**config.mk**
```make
export PLATFORM = sky130hd
export DESIGN_NAME = rgb_to_hue_core
export DESIGN_NICKNAME = d
export VERILOG_FILES = /design/src/hdl/rth_pkg.sv /design/src/hdl/rth_prep.sv /design/src/hdl/rth_div_stage.sv /design/src/hdl/rgb_to_hue_core.sv
export SDC_FILE = /design/constraint.sdc
export NUM_CORES = 1
export LEC_CHECK = 0
export BUFFER_PORTS_ARGS = -buffer_cell sky130_fd_sc_hd__buf_2
export CORE_MARGIN = 2
export CORE_UTILIZATION = 64
export DETAILED_ROUTE_END_ITERATION = 16
export GPL_TIMING_DRIVEN = 0
export PLACE_DENSITY = 0.78
export REMOVE_ABC_BUFFERS = 1
export SYNTH_ARGS = -nofsm -noshare
export SYNTH_HDL_FRONTEND = slang
export SYNTH_SLANG_ARGS = --single-unit
```
**constraint.sdc**
```tcl
create_clock -name clk_i -period 5.5 [get_ports clk_i]
set_clock_uncertainty 0.05 [all_clocks]
set_input_delay 1.1 -clock clk_i [delete_from_list [all_inputs] [get_ports clk_i]]
set_output_delay 1.1 -clock clk_i [all_outputs]
set_load 0.03 [all_outputs]
```
**src/hdl/rth_pkg.sv**
```systemverilog
// ----------------------------------------------------------------------------
// rth_pkg: shared types and constants of the RGB-to-hue core
// Widths, pipeline depth and the beat record that flows through the divider.
// ----------------------------------------------------------------------------
package rth_pkg;

  localparam int unsigned ChanW        = 8;   // width of one color channel
  localparam int unsigned HueW         = 16;  // hue word, Q0.16 of a turn
  localparam int unsigned NumW         = 11;  // |numerator| and divisor (6*delta)
  localparam int unsigned BitsPerStage = 2;   // quotient bits made per stage
  localparam int unsigned DivStages    = HueW / BitsPerStage;
  localparam int unsigned PrepStages   = 2;
  localparam int unsigned Latency      = PrepStages + DivStages + 1;

  // One beat inside the divider pipeline.
  typedef struct packed {
    logic            vld;   // beat present
    logic            neg;   // numerator was negative (red sector only)
    logic            gray;  // delta is zero, hue forced to zero
    logic [NumW-1:0] rem;   // partial remainder, below dvs unless gray
    logic [NumW-1:0] dvs;   // divisor, 6 * delta
    logic [HueW-1:0] quo;   // quotient bits made so far
  } div_beat_t;

endpackage

```
**src/hdl/rth_prep.sv**
```systemverilog
// ----------------------------------------------------------------------------
// rth_prep: sector and numerator front end
// Two stages: pick max channel and min, then delta, |numerator| and divisor.
// ----------------------------------------------------------------------------
module rth_prep (
  input  logic                      clk_i,
  input  logic                      rst_ni,
  input  logic                      start_i,
  input  logic [rth_pkg::ChanW-1:0] red_i,
  input  logic [rth_pkg::ChanW-1:0] green_i,
  input  logic [rth_pkg::ChanW-1:0] blue_i,
  output rth_pkg::div_beat_t        beat_o
);

  typedef enum logic [1:0] {
    SecRed,
    SecGreen,
    SecBlue
  } sector_e;

  // stage 0
  logic                      vld0_q;
  sector_e                   sector_d, sector_q;
  logic [rth_pkg::ChanW-1:0] mx_d, mx_q, mn_d, mn_q;
  logic [rth_pkg::ChanW-1:0] r_q, g_q, b_q;

  // stage 1
  logic [rth_pkg::ChanW-1:0] delta;
  logic [rth_pkg::NumW:0]    n_wide;
  logic                      neg_d;
  rth_pkg::div_beat_t        beat_d, beat_q;

  always_comb begin
    // ties go red first, then green
    if (red_i >= green_i && red_i >= blue_i) begin
      sector_d = SecRed;
      mx_d     = red_i;
    end else if (green_i >= blue_i) begin
      sector_d = SecGreen;
      mx_d     = green_i;
    end else begin
      sector_d = SecBlue;
      mx_d     = blue_i;
    end
    mn_d = red_i;
    if (green_i < mn_d) mn_d = green_i;
    if (blue_i < mn_d) mn_d = blue_i;
  end

  always_ff @(posedge clk_i or negedge rst_ni) begin
    if (!rst_ni) begin
      vld0_q <= 1'b0;
    end else begin
      vld0_q <= start_i;
    end
  end

  always_ff @(posedge clk_i) begin
    sector_q <= sector_d;
    mx_q     <= mx_d;
    mn_q     <= mn_d;
    r_q      <= red_i;
    g_q      <= green_i;
    b_q      <= blue_i;
  end

  assign delta = mx_q - mn_q;

  always_comb begin
    neg_d  = 1'b0;
    n_wide = '0;
    case (sector_q)
      SecRed: begin
        if (g_q >= b_q) begin
          n_wide = {{(rth_pkg::NumW + 1 - rth_pkg::ChanW){1'b0}}, g_q - b_q};
        end else begin
          n_wide = {{(rth_pkg::NumW + 1 - rth_pkg::ChanW){1'b0}}, b_q - g_q};
          neg_d  = 1'b1;
        end
      end
      SecGreen: begin
        // 2*delta + blue - red, never negative
        n_wide = {3'b000, delta, 1'b0} + {4'b0000, b_q} - {4'b0000, r_q};
      end
      SecBlue: begin
        // 4*delta + red - green, never negative
        n_wide = {2'b00, delta, 2'b00} + {4'b0000, r_q} - {4'b0000, g_q};
      end
      default: begin
        n_wide = '0;
      end
    endcase
  end

  always_comb begin
    beat_d.vld  = vld0_q;
    beat_d.neg  = neg_d;
    beat_d.gray = (delta == '0);
    beat_d.rem  = n_wide[rth_pkg::NumW-1:0];
    beat_d.dvs  = {1'b0, delta, 2'b00} + {2'b00, delta, 1'b0};
    beat_d.quo  = '0;
  end

  always_ff @(posedge clk_i or negedge rst_ni) begin
    if (!rst_ni) begin
      beat_q <= '0;
    end else begin
      beat_q <= beat_d;
    end
  end

  assign beat_o = beat_q;

endmodule

```
**src/hdl/rth_div_stage.sv**
```systemverilog
// ----------------------------------------------------------------------------
// rth_div_stage: one stage of the restoring divider
// Make two quotient bits per beat by shift, compare and subtract.
// ----------------------------------------------------------------------------
module rth_div_stage (
  input  logic               clk_i,
  input  logic               rst_ni,
  input  rth_pkg::div_beat_t beat_i,
  output rth_pkg::div_beat_t beat_o
);

  rth_pkg::div_beat_t beat_d, beat_q;

  always_comb begin
    logic [rth_pkg::NumW:0] shifted;
    beat_d = beat_i;
    for (int unsigned i = 0; i < rth_pkg::BitsPerStage; i++) begin
      shifted = {beat_d.rem, 1'b0};
      if (shifted >= {1'b0, beat_d.dvs}) begin
        shifted    = shifted - {1'b0, beat_d.dvs};
        beat_d.quo = {beat_d.quo[rth_pkg::HueW-2:0], 1'b1};
      end else begin
        beat_d.quo = {beat_d.quo[rth_pkg::HueW-2:0], 1'b0};
      end
      // remainder stays below the divisor, so the top bit drops
      beat_d.rem = shifted[rth_pkg::NumW-1:0];
    end
  end

  always_ff @(posedge clk_i or negedge rst_ni) begin
    if (!rst_ni) begin
      beat_q <= '0;
    end else begin
      beat_q <= beat_d;
    end
  end

  assign beat_o = beat_q;

endmodule

```
**src/hdl/rgb_to_hue_core.sv**
```systemverilog
// ----------------------------------------------------------------------------
// rgb_to_hue_core: HSV hue of an 8-bit RGB pixel
// Fully pipelined hue engine, one pixel per clock, Q0.16 turn fraction out.
// ----------------------------------------------------------------------------
// Drive a pixel on red_i/green_i/blue_i with start_i high; a beat is taken on
// every clock edge where start_i is high, since busy_o never rises. After the
// pipeline registers below, hue_o carries the result for one cycle, flagged
// by done_o, and results come out in the order pixels went in, one per clock
// at most. There is no backpressure: capture hue_o whenever done_o is high.
// The pipeline is two front-end stages (max/min, then delta and numerator),
// eight divider stages producing two quotient bits each, and the output
// register. Hue is n * 65536 / (6 * delta) truncated toward zero, with n the
// signed sector numerator; a negative red-sector value wraps by 65536, and
// gray pixels give zero.
// ----------------------------------------------------------------------------
module rgb_to_hue_core (
  input  logic                      clk_i,
  input  logic                      rst_ni,
  input  logic                      start_i,
  output logic                      busy_o,
  input  logic [rth_pkg::ChanW-1:0] red_i,
  input  logic [rth_pkg::ChanW-1:0] green_i,
  input  logic [rth_pkg::ChanW-1:0] blue_i,
  output logic                      done_o,
  output logic [rth_pkg::HueW-1:0]  hue_o
);

  // divider chain: entry 0 comes from the front end
  rth_pkg::div_beat_t chain [rth_pkg::DivStages+1];

  logic                     done_q;
  logic [rth_pkg::HueW-1:0] hue_d, hue_q;

  // every stage advances every cycle, so input is never held off
  assign busy_o = 1'b0;

  rth_prep u_prep (
    .clk_i   (clk_i),
    .rst_ni  (rst_ni),
    .start_i (start_i),
    .red_i   (red_i),
    .green_i (green_i),
    .blue_i  (blue_i),
    .beat_o  (chain[0])
  );

  for (genvar s = 0; s < rth_pkg::DivStages; s++) begin : g_div
    rth_div_stage u_stage (
      .clk_i  (clk_i),
      .rst_ni (rst_ni),
      .beat_i (chain[s]),
      .beat_o (chain[s+1])
    );
  end

  // Final fixup: drop gray pixels to zero, wrap negative red-sector values.
  // Negating a zero quotient gives zero, so no extra test is needed.
  always_comb begin
    if (chain[rth_pkg::DivStages].gray) begin
      hue_d = '0;
    end else if (chain[rth_pkg::DivStages].neg) begin
      hue_d = '0 - chain[rth_pkg::DivStages].quo;
    end else begin
      hue_d = chain[rth_pkg::DivStages].quo;
    end
  end

  always_ff @(posedge clk_i or negedge rst_ni) begin
    if (!rst_ni) begin
      done_q <= 1'b0;
    end else begin
      done_q <= chain[rth_pkg::DivStages].vld;
    end
  end

  always_ff @(posedge clk_i) begin
    hue_q <= hue_d;
  end

  assign done_o = done_q;
  assign hue_o  = hue_q;

`ifndef SYNTHESIS
  a_done_follows_start : assert property (@(posedge clk_i) disable iff (!rst_ni)
    start_i |-> ##(rth_pkg::Latency) done_o)
    else $error("result beat missing after accepted pixel");

  a_no_spurious_done : assert property (@(posedge clk_i) disable iff (!rst_ni)
    !start_i |-> ##(rth_pkg::Latency) !done_o)
    else $error("result beat without accepted pixel");

  a_gray_is_zero : assert property (@(posedge clk_i) disable iff (!rst_ni)
    (start_i && red_i == green_i && green_i == blue_i)
      |-> ##(rth_pkg::Latency) (hue_o == '0))
    else $error("gray pixel gave nonzero hue");

  a_pure_red_is_zero : assert property (@(posedge clk_i) disable iff (!rst_ni)
    (start_i && red_i > green_i && green_i == blue_i)
      |-> ##(rth_pkg::Latency) (hue_o == '0))
    else $error("red-only pixel gave nonzero hue");
`endif

endmodule
```
Word level (Yosys, flattened, before mapping)
Index checks and enable logic that the tools add are counted.

word-level totals
  output and inout bits = 18
  register bits = 335
  logic and storage cells = 152
  input bits = 27

operators by class
  mux-type cells = 41
  add/subtract/negate cells = 24
  equality and inequality tests = 2
  reduce and logical (&&, ||, !) cells = 3
  order comparisons = 22

operators with widths
  kind                     number
  $ge A12 B11 Y1           16
  $mux W11                 15
  $sub A11 B11 Y11         15
  $mux W8                  5
  $pmux W11 S3             1
  $ge A8 B8 Y1             4
  $sub A8 B8 Y8            3
  $sub A11 B8 Y11          2
  $mux W1                  18
  $lt A8 B8 Y1             2
  $mux W16                 1
  $sub A1 B16 Y16 const A  1
  $add A10 B8 Y11          1
  $add A10 B9 Y11          1
  $add A9 B8 Y10           1
  $logic_not A8 Y1         1
  $eq A2 B1 Y1 const B     1
  $eq A2 B2 Y1 const B     1
  $logic_not A2 Y1         1
  $mux W2                  1
  $logic_and A1 B1 Y1      1

Longest topological paths before layout
Gate-level depths: netlist of run 1.

  word-level depth = 4
  depth in mapped cells = 21
  gate-level depth less buffers = 19

Modules after synthesis
From an unflattened synthesis of run 1, not the netlist that was laid out.

second synthesis, totals
  cells, all modules = 2,465
  area total of the unflattened synthesis = 25,086.6 µm²

by module, submodules not included
  module                                 cells an instance  sequential area each (µm²)  area an instance (µm²)  instances
  rth_div_stage at g_div[1].u_stage ...  230                1,026.0                     2,419.8                 4
  rth_div_stage at g_div[0].u_stage ...  229                1,026.0                     2,349.8                 4
  rth_prep                               546                1,466.4                     5,225.0                 1
  rgb_to_hue_core                        83                 345.3                       783.3                   1

Worst setup path after synthesis of run 1
OpenSTA, ideal clock, no wires.

  kind = register to register
  start = register g_div[2].u_stage.beat_q, in the netlist g_div[2].u_stage.beat_o[18]
  end = register g_div[3].u_stage.beat_q, in the netlist g_div[3].u_stage.beat_o[30]
  period minus slack after synthesis = 4.466 ns
  stages on the path, launching flop included = 19
  library setup time = 0.125 ns
  slack = 1.034 ns
  required time = 5.325 ns
  data arrival time = 4.291 ns
  buffers on the path = 2
  cells stage by stage = dfrtp_1 -> inv_1 -> ha_1 -> nor2b_1 -> o31ai_1 -> a211oi_1 -> a21oi_1 -> clkbuf_1 -> nor2_1 -> ha_1 -> nor2b_1 -> o31a_1 -> o31a_1 -> o31a_1 -> o31ai_1 -> o211ai_1 -> a21o_1 -> buf_6 -> mux2_4

RTL lines
  element                   RTL line             source
  start: declaration        rth_div_stage.sv:12  rth_pkg::div_beat_t beat_d, beat_q;
  start signal: assignment  rth_div_stage.sv:34  beat_q <= beat_d;
  end signal: assignment    rth_div_stage.sv:34
  end: declaration          rth_div_stage.sv:12

==> results of run 1 <==
==> worst max path at each step <==
stage,cells past startpoint,end,from
detailed placement,17,g_div[3].u_stage.beat_o[35],g_div[2].u_stage.beat_o[18]
floorplan,17,g_div[3].u_stage.beat_o[36],g_div[2].u_stage.beat_o[18]
CTS,17,g_div[0].u_stage.beat_o[31],u_prep.beat_o[18]
finish,17,g_div[4].u_stage.beat_o[32],g_div[3].u_stage.beat_o[18]
global placement,1,u_prep.vld0_q,rst_ni
global route,17,g_div[4].u_stage.beat_o[34],g_div[3].u_stage.beat_o[18]
==> cell usage after synthesis, types with 6 or more instances <==
| cell | n | area share (%) |
|---|---|---|
| xor2_1 | 64 | 2.8 |
| o31a_1 | 7 | 0.31 |
| dfxtp_1 | 58 | 5.8 |
| nand2b_1 | 18 | 0.56 |
| inv_2 | 8 | 0.15 |
| o211ai_1 | 10 | 0.38 |
| o21a_1 | 37 | 1.4 |
| nor2_1 | 128 | 2.4 |
| o31ai_1 | 11 | 0.41 |
| nand3_1 | 17 | 0.43 |
| nand2_1 | 91 | 1.7 |
| mux2_4 | 16 | 1.2 |
| a21o_1 | 67 | 2.5 |
| xnor2_1 | 88 | 3.9 |
| fa_1 | 22 | 2.2 |
| a31oi_1 | 14 | 0.44 |
| o22ai_1 | 6 | 0.19 |
| and2_1 | 7 | 0.22 |
| nor4_1 | 6 | 0.19 |
| o21ai_0 | 71 | 1.8 |
| buf_2 | 7 | 0.18 |
| o21bai_1 | 15 | 0.56 |
| a211oi_1 | 14 | 0.53 |
| dfrtp_1 | 262 | 33 |
| inv_1 | 206 | 3.9 |
| nor3_1 | 42 | 1.1 |
| mux2_1 | 28 | 1.6 |
| nand4_1 | 24 | 0.75 |
| clkbuf_1 | 13 | 0.24 |
| mux2i_1 | 44 | 2.2 |
| or3_1 | 13 | 0.41 |
| ha_1 | 248 | 16 |
| nor2b_1 | 48 | 1.5 |
| or2_2 | 7 | 0.22 |
| a21oi_1 | 137 | 3.4 |
| o21ai_1 | 31 | 0.78 |
| mux2_2 | 32 | 1.8 |
==> per-layer routing <==
layer | up-vias | share of wire (%) | routed length (um) | global-route usage, %
met5 | - | 0 | 0 | 0
met4 | 0 | 3.5 | 1510 | 9.61
met3 | 96 | 4.1 | 1770 | 3.63
met2 | 356 | 49 | 21200 | 46.1
met1 | 6927 | 43 | 18600 | 33.9
li1 | 7124 | - | - | -
==> state kept, by name (all words and copies together), names as in the netlist <==
register	count
g_div.u_stage.beat_o	236
u_prep.beat_o	24
hue_o	16
u_prep.b_q	8
u_prep.g_q	8
u_prep.mn_q	8
u_prep.mx_q	8
u_prep.r_q	8
u_prep.sector_q	2
done_o	1
u_prep.vld0_q	1
==> layout make-up <==
cell class	count	area share [%]
multi-input combinational	1444	52.1
timing repair buffer	52	1.52
clock buffer	47	4.42
tap	396	2.26
sequential	320	35.1
inverter	214	3.66
clock inverter	16	0.923
==> through the flow <==
step / instances / setup WS, ns
2_1_floorplan: 1978 / 0.757
6_report: 2489 / 0.362
5_1_grt: 2489 / 0.00205
4_1_cts: 2483 / 0.00814
3_3_place_gp: 2417 / -1.09
3_5_place_dp: 2420 / -0.417
==> kinds of logic (layout without fill, tap and decap cells) <==
kind of cell               count (synthesis)  after routing  synth area share (%)
AOI/OAI and AO/OA                        475            475                  15.3
and+or+nand+nor                          426            426                  10.4
DFF                                      320            320                  38.6
adders and majority gates                270            270                  17.7
buffers and inverters                    237            329                  4.55
xor gates and xnor gates                 152            152                  6.66
muxes                                    120            120                  6.78
other                                      1              1                0.0188
==> worst reg2reg max path, delay by kind of cell (launching register included) <==
family                     cells  cell delay (ns)
AOI/OAI and AO/OA              9             2.40
muxes                          2             0.78
adders and majority gates      2             0.65
DFF                            1             0.42
buffers and inverters          2             0.36
and+or+nand+nor                2             0.35
==> repair_timing <==
item	in CTS	in global routing
gates resized for setup	3	6
pin swaps	0	1
hold buffers	0	0
setup buffers	0	6
setup endpoints to repair	21	37
cloned	0	0
==> flow_summary.yaml, run 1 <==
outcome:
  outcome: "completed"
global_route:
  grt_max_degree: 133
  overflow: 0
  antenna_found_initial: 0
  grt_pass1_wl_um: 71200
  track_usage_pct: 26.5
  grt_pass1_vias: 14700
timing:
  relSlewSlack_pct: 15.6
  slew_viol_final: 0
  setup_viol: 0
  rsz0062_at_grt: "false"
  post-route-period-util_pct: 93.4
  hold_viol: 0
  setup-tns-final_ns: 0
  min_period_ns: 5.14
  tightest_slew_ns: 1.27
  timing.hold.ws_ns: 0.288
  fmax_ghz: 0.195
die:
  ios: 45
  num_rows: 64
  start_util_pct: 65.2
  die_x_um: 181
  design.core.area_sq_mm: 0.0307
  die_h_um: 181
  die-area_sq_mm: 0.0327
hold_path:
  hold_end: "g_div[2].u_stage.beat_o[39]"
  hp-class: "reg2reg"
  holdPathStages: 0
  holdCritStartpoint: "g_div[1].u_stage.beat_o[39]"
drt:
  first_iter_violations: 1006
  wire_per_inst_um: 17.3
  detail_route.vias_per_cell: 5.83
  antenna_left: 0
  drt_first_pass_iters: 5
  wirelength_um: 43100
  vias: 14500
  drcViolationCount: 0
logic_synthesis:
  synth_edf_count: 0
  syn_inst: 2001
  syn_area_per_cell_sq_um: 9.99
  synthesis.area_sq_mm: 0.0200
  ys_async_sr_fraction_pct: 81.9
  synth_ff_type: "dfrtp_1"
  synthDistinctLibCells: 81
  synth-seq-cells: 320
  yosysWarnings: 0
  ys_seq_area_share_pct: 38.6
final_layout:
  mostFrequentLayoutCells: "dfrtp_1, ha_1, inv_1"
  multi_input_area_sq_mm: 0.0114
  finalInstanceArea_sq_mm: 0.0220
  syn2layout_area_growth_pct: 9.85
  seq_area_sq_mm: 0.00772
  num-fill-cells: 2195
  final_net_count: 2364
  drive_above_1_share_pct: 9.13
  final_common_cell: "dfrtp_1"
  diodes: 0
  final_util_pct: 71.6
worst_setup_path:
  crit_path_max_fanout: 15
  crit_path_top_delay_cell: "a211oi_4"
  r2r_start: "g_div[3].u_stage.beat_o[18]"
  r2r_cells: 17
  crit_top_cell: "a21oi_1"
  path_delay_family: "compound AO/OA/AOI/OAI gates"
  regToRegSetupSlack_ns: 0.36
  path_class: "reg2reg"
  critPathBufInv: 2
  slowest_delay_ns: 0.70
  crit_required_ns: 5.86
  endpoint_kind: "register"
  cp_cell_sequence: "inv_1, ha_1, nor2b_1, o21a_1, o21ai_2, a21oi_1, a31oi_1, inv_2, mux2_1, ha_1, or2_1, a21oi_1, a21oi_1, a21oi_1, o21ai_0, a211oi_4, mux2_4"
  cp_data_arrival_time_ns: 5.50
  reg2reg_to: "g_div[4].u_stage.beat_o[32]"
  critPathLaunchType: "register"
clock_network:
  h-tree-depth: 2
  clk_latency_ns: 0.52
  clockBufferDepth: 3
  tritoncts: "done"
  clockRootBuffer: "clkbuf_16"
  clock_sinks: 320
  cts.clk_slew.worst_paths_ns: 0.06
  cts_made_buffers: 35
run:
  drv_cap: 0
placement:
  gp_congestion: 0.928
  io_buffers: 43
  dp_hpwl_um: 32700
  placed_area_sq_mm: 0.0207
Power of run 1 is left out: the tool's default activity adds up to more than one toggle a clock period on the data nets, which glitch-free logic cannot reach.
==> inputs of run 2 (changes only) <==
--- a/config.mk
+++ b/config.mk
@@ -11,7 +11,9 @@
 export DETAILED_ROUTE_END_ITERATION = 16
 export GPL_TIMING_DRIVEN = 0
 export PLACE_DENSITY = 0.78
+export RECOVER_POWER = 50
 export REMOVE_ABC_BUFFERS = 1
 export SYNTH_ARGS = -nofsm -noshare
 export SYNTH_HDL_FRONTEND = slang
 export SYNTH_SLANG_ARGS = --single-unit
+export TNS_END_PERCENT = 30
==> run 2 against run 1 <==
Against the previous run: the run now ends with capacitance limit, slew limit left; setup slack lost 0.0035 ns; register-to-register slack is essentially flat; fmax hardly changed; utilization is 0.21 points lower; global-route usage did not move; final area is 0.29% lower; critical endpoint unchanged; highest routed layer unchanged; routed wire length increased by 0.12%; non-clock buffer count unchanged.
==> flow_summary.yaml, run 2 (synthesis results as in run 1) <==
outcome:
  outcome: "finished, violations left"
  violations: "capacitance limit, slew limit"
worst_setup_path:
  crit_required_ns: 5.86
  reg2reg_to: "g_div[4].u_stage.beat_o[32]"
  crit_top_cell: "a21oi_1"
  path_class: "reg2reg"
  path_depth: 17
  critPathBufInv: 2
  cp-startpoint: "g_div[3].u_stage.beat_o[18]"
  endpoint_kind: "register"
  crit_path_max_fanout: 15
  cp_cell_sequence: "inv_1, ha_1, nor2b_1, o21a_1, o21ai_2, a21oi_1, a31oi_1, inv_2, mux2_1, ha_1, or2_1, a21oi_1, a21oi_1, a21oi_1, o21ai_0, a211oi_4, mux2_4"
  regToRegSetupSlack_ns: 0.36
  path_delay_family: "compound AO/OA/AOI/OAI gates"
  crit_path_top_delay_cell: "a211oi_4"
  critPathLaunchType: "register"
  cp_data_arrival_time_ns: 5.50
  critPathCapture: "g_div[4].u_stage.beat_o[32]"
  slowest_delay_ns: 0.70
  r2r_cells: 17
  r2r_start: "g_div[3].u_stage.beat_o[18]"
hold_path:
  hp-class: "reg2reg"
global_route:
  gr-usage-met3_pct: 3.63
  met1_usage_pct: 33.9
  overflow: 0
  grt_max_degree: 133
  grt_pass1_vias: 14700
  grt_busiest_layer: "met2"
  grt_pass1_wl_um: 71200
  antenna_found_initial: 0
  track_usage_pct: 26.5
  use_met2_pct: 46.1
die:
  num_rows: 64
  die-area_sq_mm: 0.0327
  start_util_pct: 65.2
  die_h_um: 181
  die_x_um: 181
  ios: 45
  design.core.area_sq_mm: 0.0307
clock_network:
  cts_made_buffers: 35
  clk_latency_ns: 0.52
  clockBufferDepth: 3
  cts.clk_slew.worst_paths_ns: 0.06
  tritoncts: "done"
  h-tree-depth: 2
  clockRootBuffer: "clkbuf_16"
  holdBufCountCts: 0
  clock_sinks: 320
timing:
  tightest_slew_ns: 3.18
  setup_viol: 0
  fmax_ghz: 0.195
  post-route-period-util_pct: 93.5
  rsz0062_at_grt: "false"
  min_period_ns: 5.14
  hold_viol: 0
  slew_viol_final: 132
  relSlewSlack_pct: -112
  finalWorstSetupSlack_ns: 0.359
drt:
  vias: 14500
  antenna_left: 0
  wirelength_um: 43100
  detail_route.vias_per_cell: 5.82
  wire_per_inst_um: 17.3
  drcViolationCount: 0
  first_iter_violations: 1028
  drt_first_pass_iters: 5
final_layout:
  syn2layout_area_growth_pct: 9.53
  drive_above_1_share_pct: 7.93
  num-fill-cells: 2213
  final_net_count: 2364
  final_common_cell: "dfrtp_1"
  diodes: 0
  largest_reg_flops: 236
  mostFrequentLayoutCells: "dfrtp_1, ha_1, inv_1"
placement:
  dp_slack_ns: -0.417
  gp_congestion: 0.928
  io_buffers: 43
  dp_hpwl_um: 32700
run:
  drv_cap: 1
-- run 2: cell types whose count changed in the layout (fill, tap and decap cells not counted), sizes merged --
cell and delta:
clkbuf +26, buf -26
-- run 2: worst min-delay path by stage --
stage | from | endpoint | slack (ns) | cells after the start
floorplan | g_div[7].u_stage.beat_o[40] | done_o | 0.28 | 0
global placement | g_div[6].u_stage.beat_o[0] | g_div[7].u_stage.beat_o[2] | 0.28 | 0
detailed placement | g_div[2].u_stage.beat_o[3] | g_div[3].u_stage.beat_o[5] | 0.28 | 0
CTS | rst_ni | g_div[7].u_stage.beat_o[7] | 0.27 | 1
global route | g_div[1].u_stage.beat_o[39] | g_div[2].u_stage.beat_o[39] | 0.29 | 0
finish | g_div[1].u_stage.beat_o[39] | g_div[2].u_stage.beat_o[39] | 0.29 | 0
-- run 2: final cells by class --
| type | instances | area, sq um | share of cell area [%] |
|---|---|---|---|
| sequential | 320 | 7720 | 35.2 |
| timing repair buffer | 52 | 269 | 1.23 |
| tap | 396 | 495 | 2.26 |
| inverter | 214 | 803 | 3.67 |
| clock buffer | 47 | 971 | 4.43 |
| multi-input combinational | 1444 | 11400 | 52.2 |
| clock inverter | 16 | 203 | 0.926 |
-- run 2: repair_timing --
item                       in CTS  in global routing
setup buffers                   0                  6
pin swaps                       0                  1
gates resized for setup         3                  6
setup endpoints to repair      21                 37
-- run 2: metal layers --
layer	share of wire [%]	wire length [um]	up-vias
met5	0	0	-
met4	3.5	1500	0
met3	4.1	1780	98
met2	49	21100	345
met1	43	18700	6913
li1	-	-	7125
-- run 2: metrics by stage --
stage          hold slack, ns  utilization (%)  area (sq um)  setup TNS (ns)  std cells
2_1_floorplan           0.281                -         19900               0       1978
3_3_place_gp            0.282             67.2         20600         -279.06       2417
3_5_place_dp            0.285             67.4         20700           -5.10       2420
4_1_cts                 0.275             71.3         21900               0       2483
5_1_grt                 0.288             71.4         21900               0       2489
6_report                0.288             71.4         21900               0       2489
Power of run 2 is left out for the same reason.
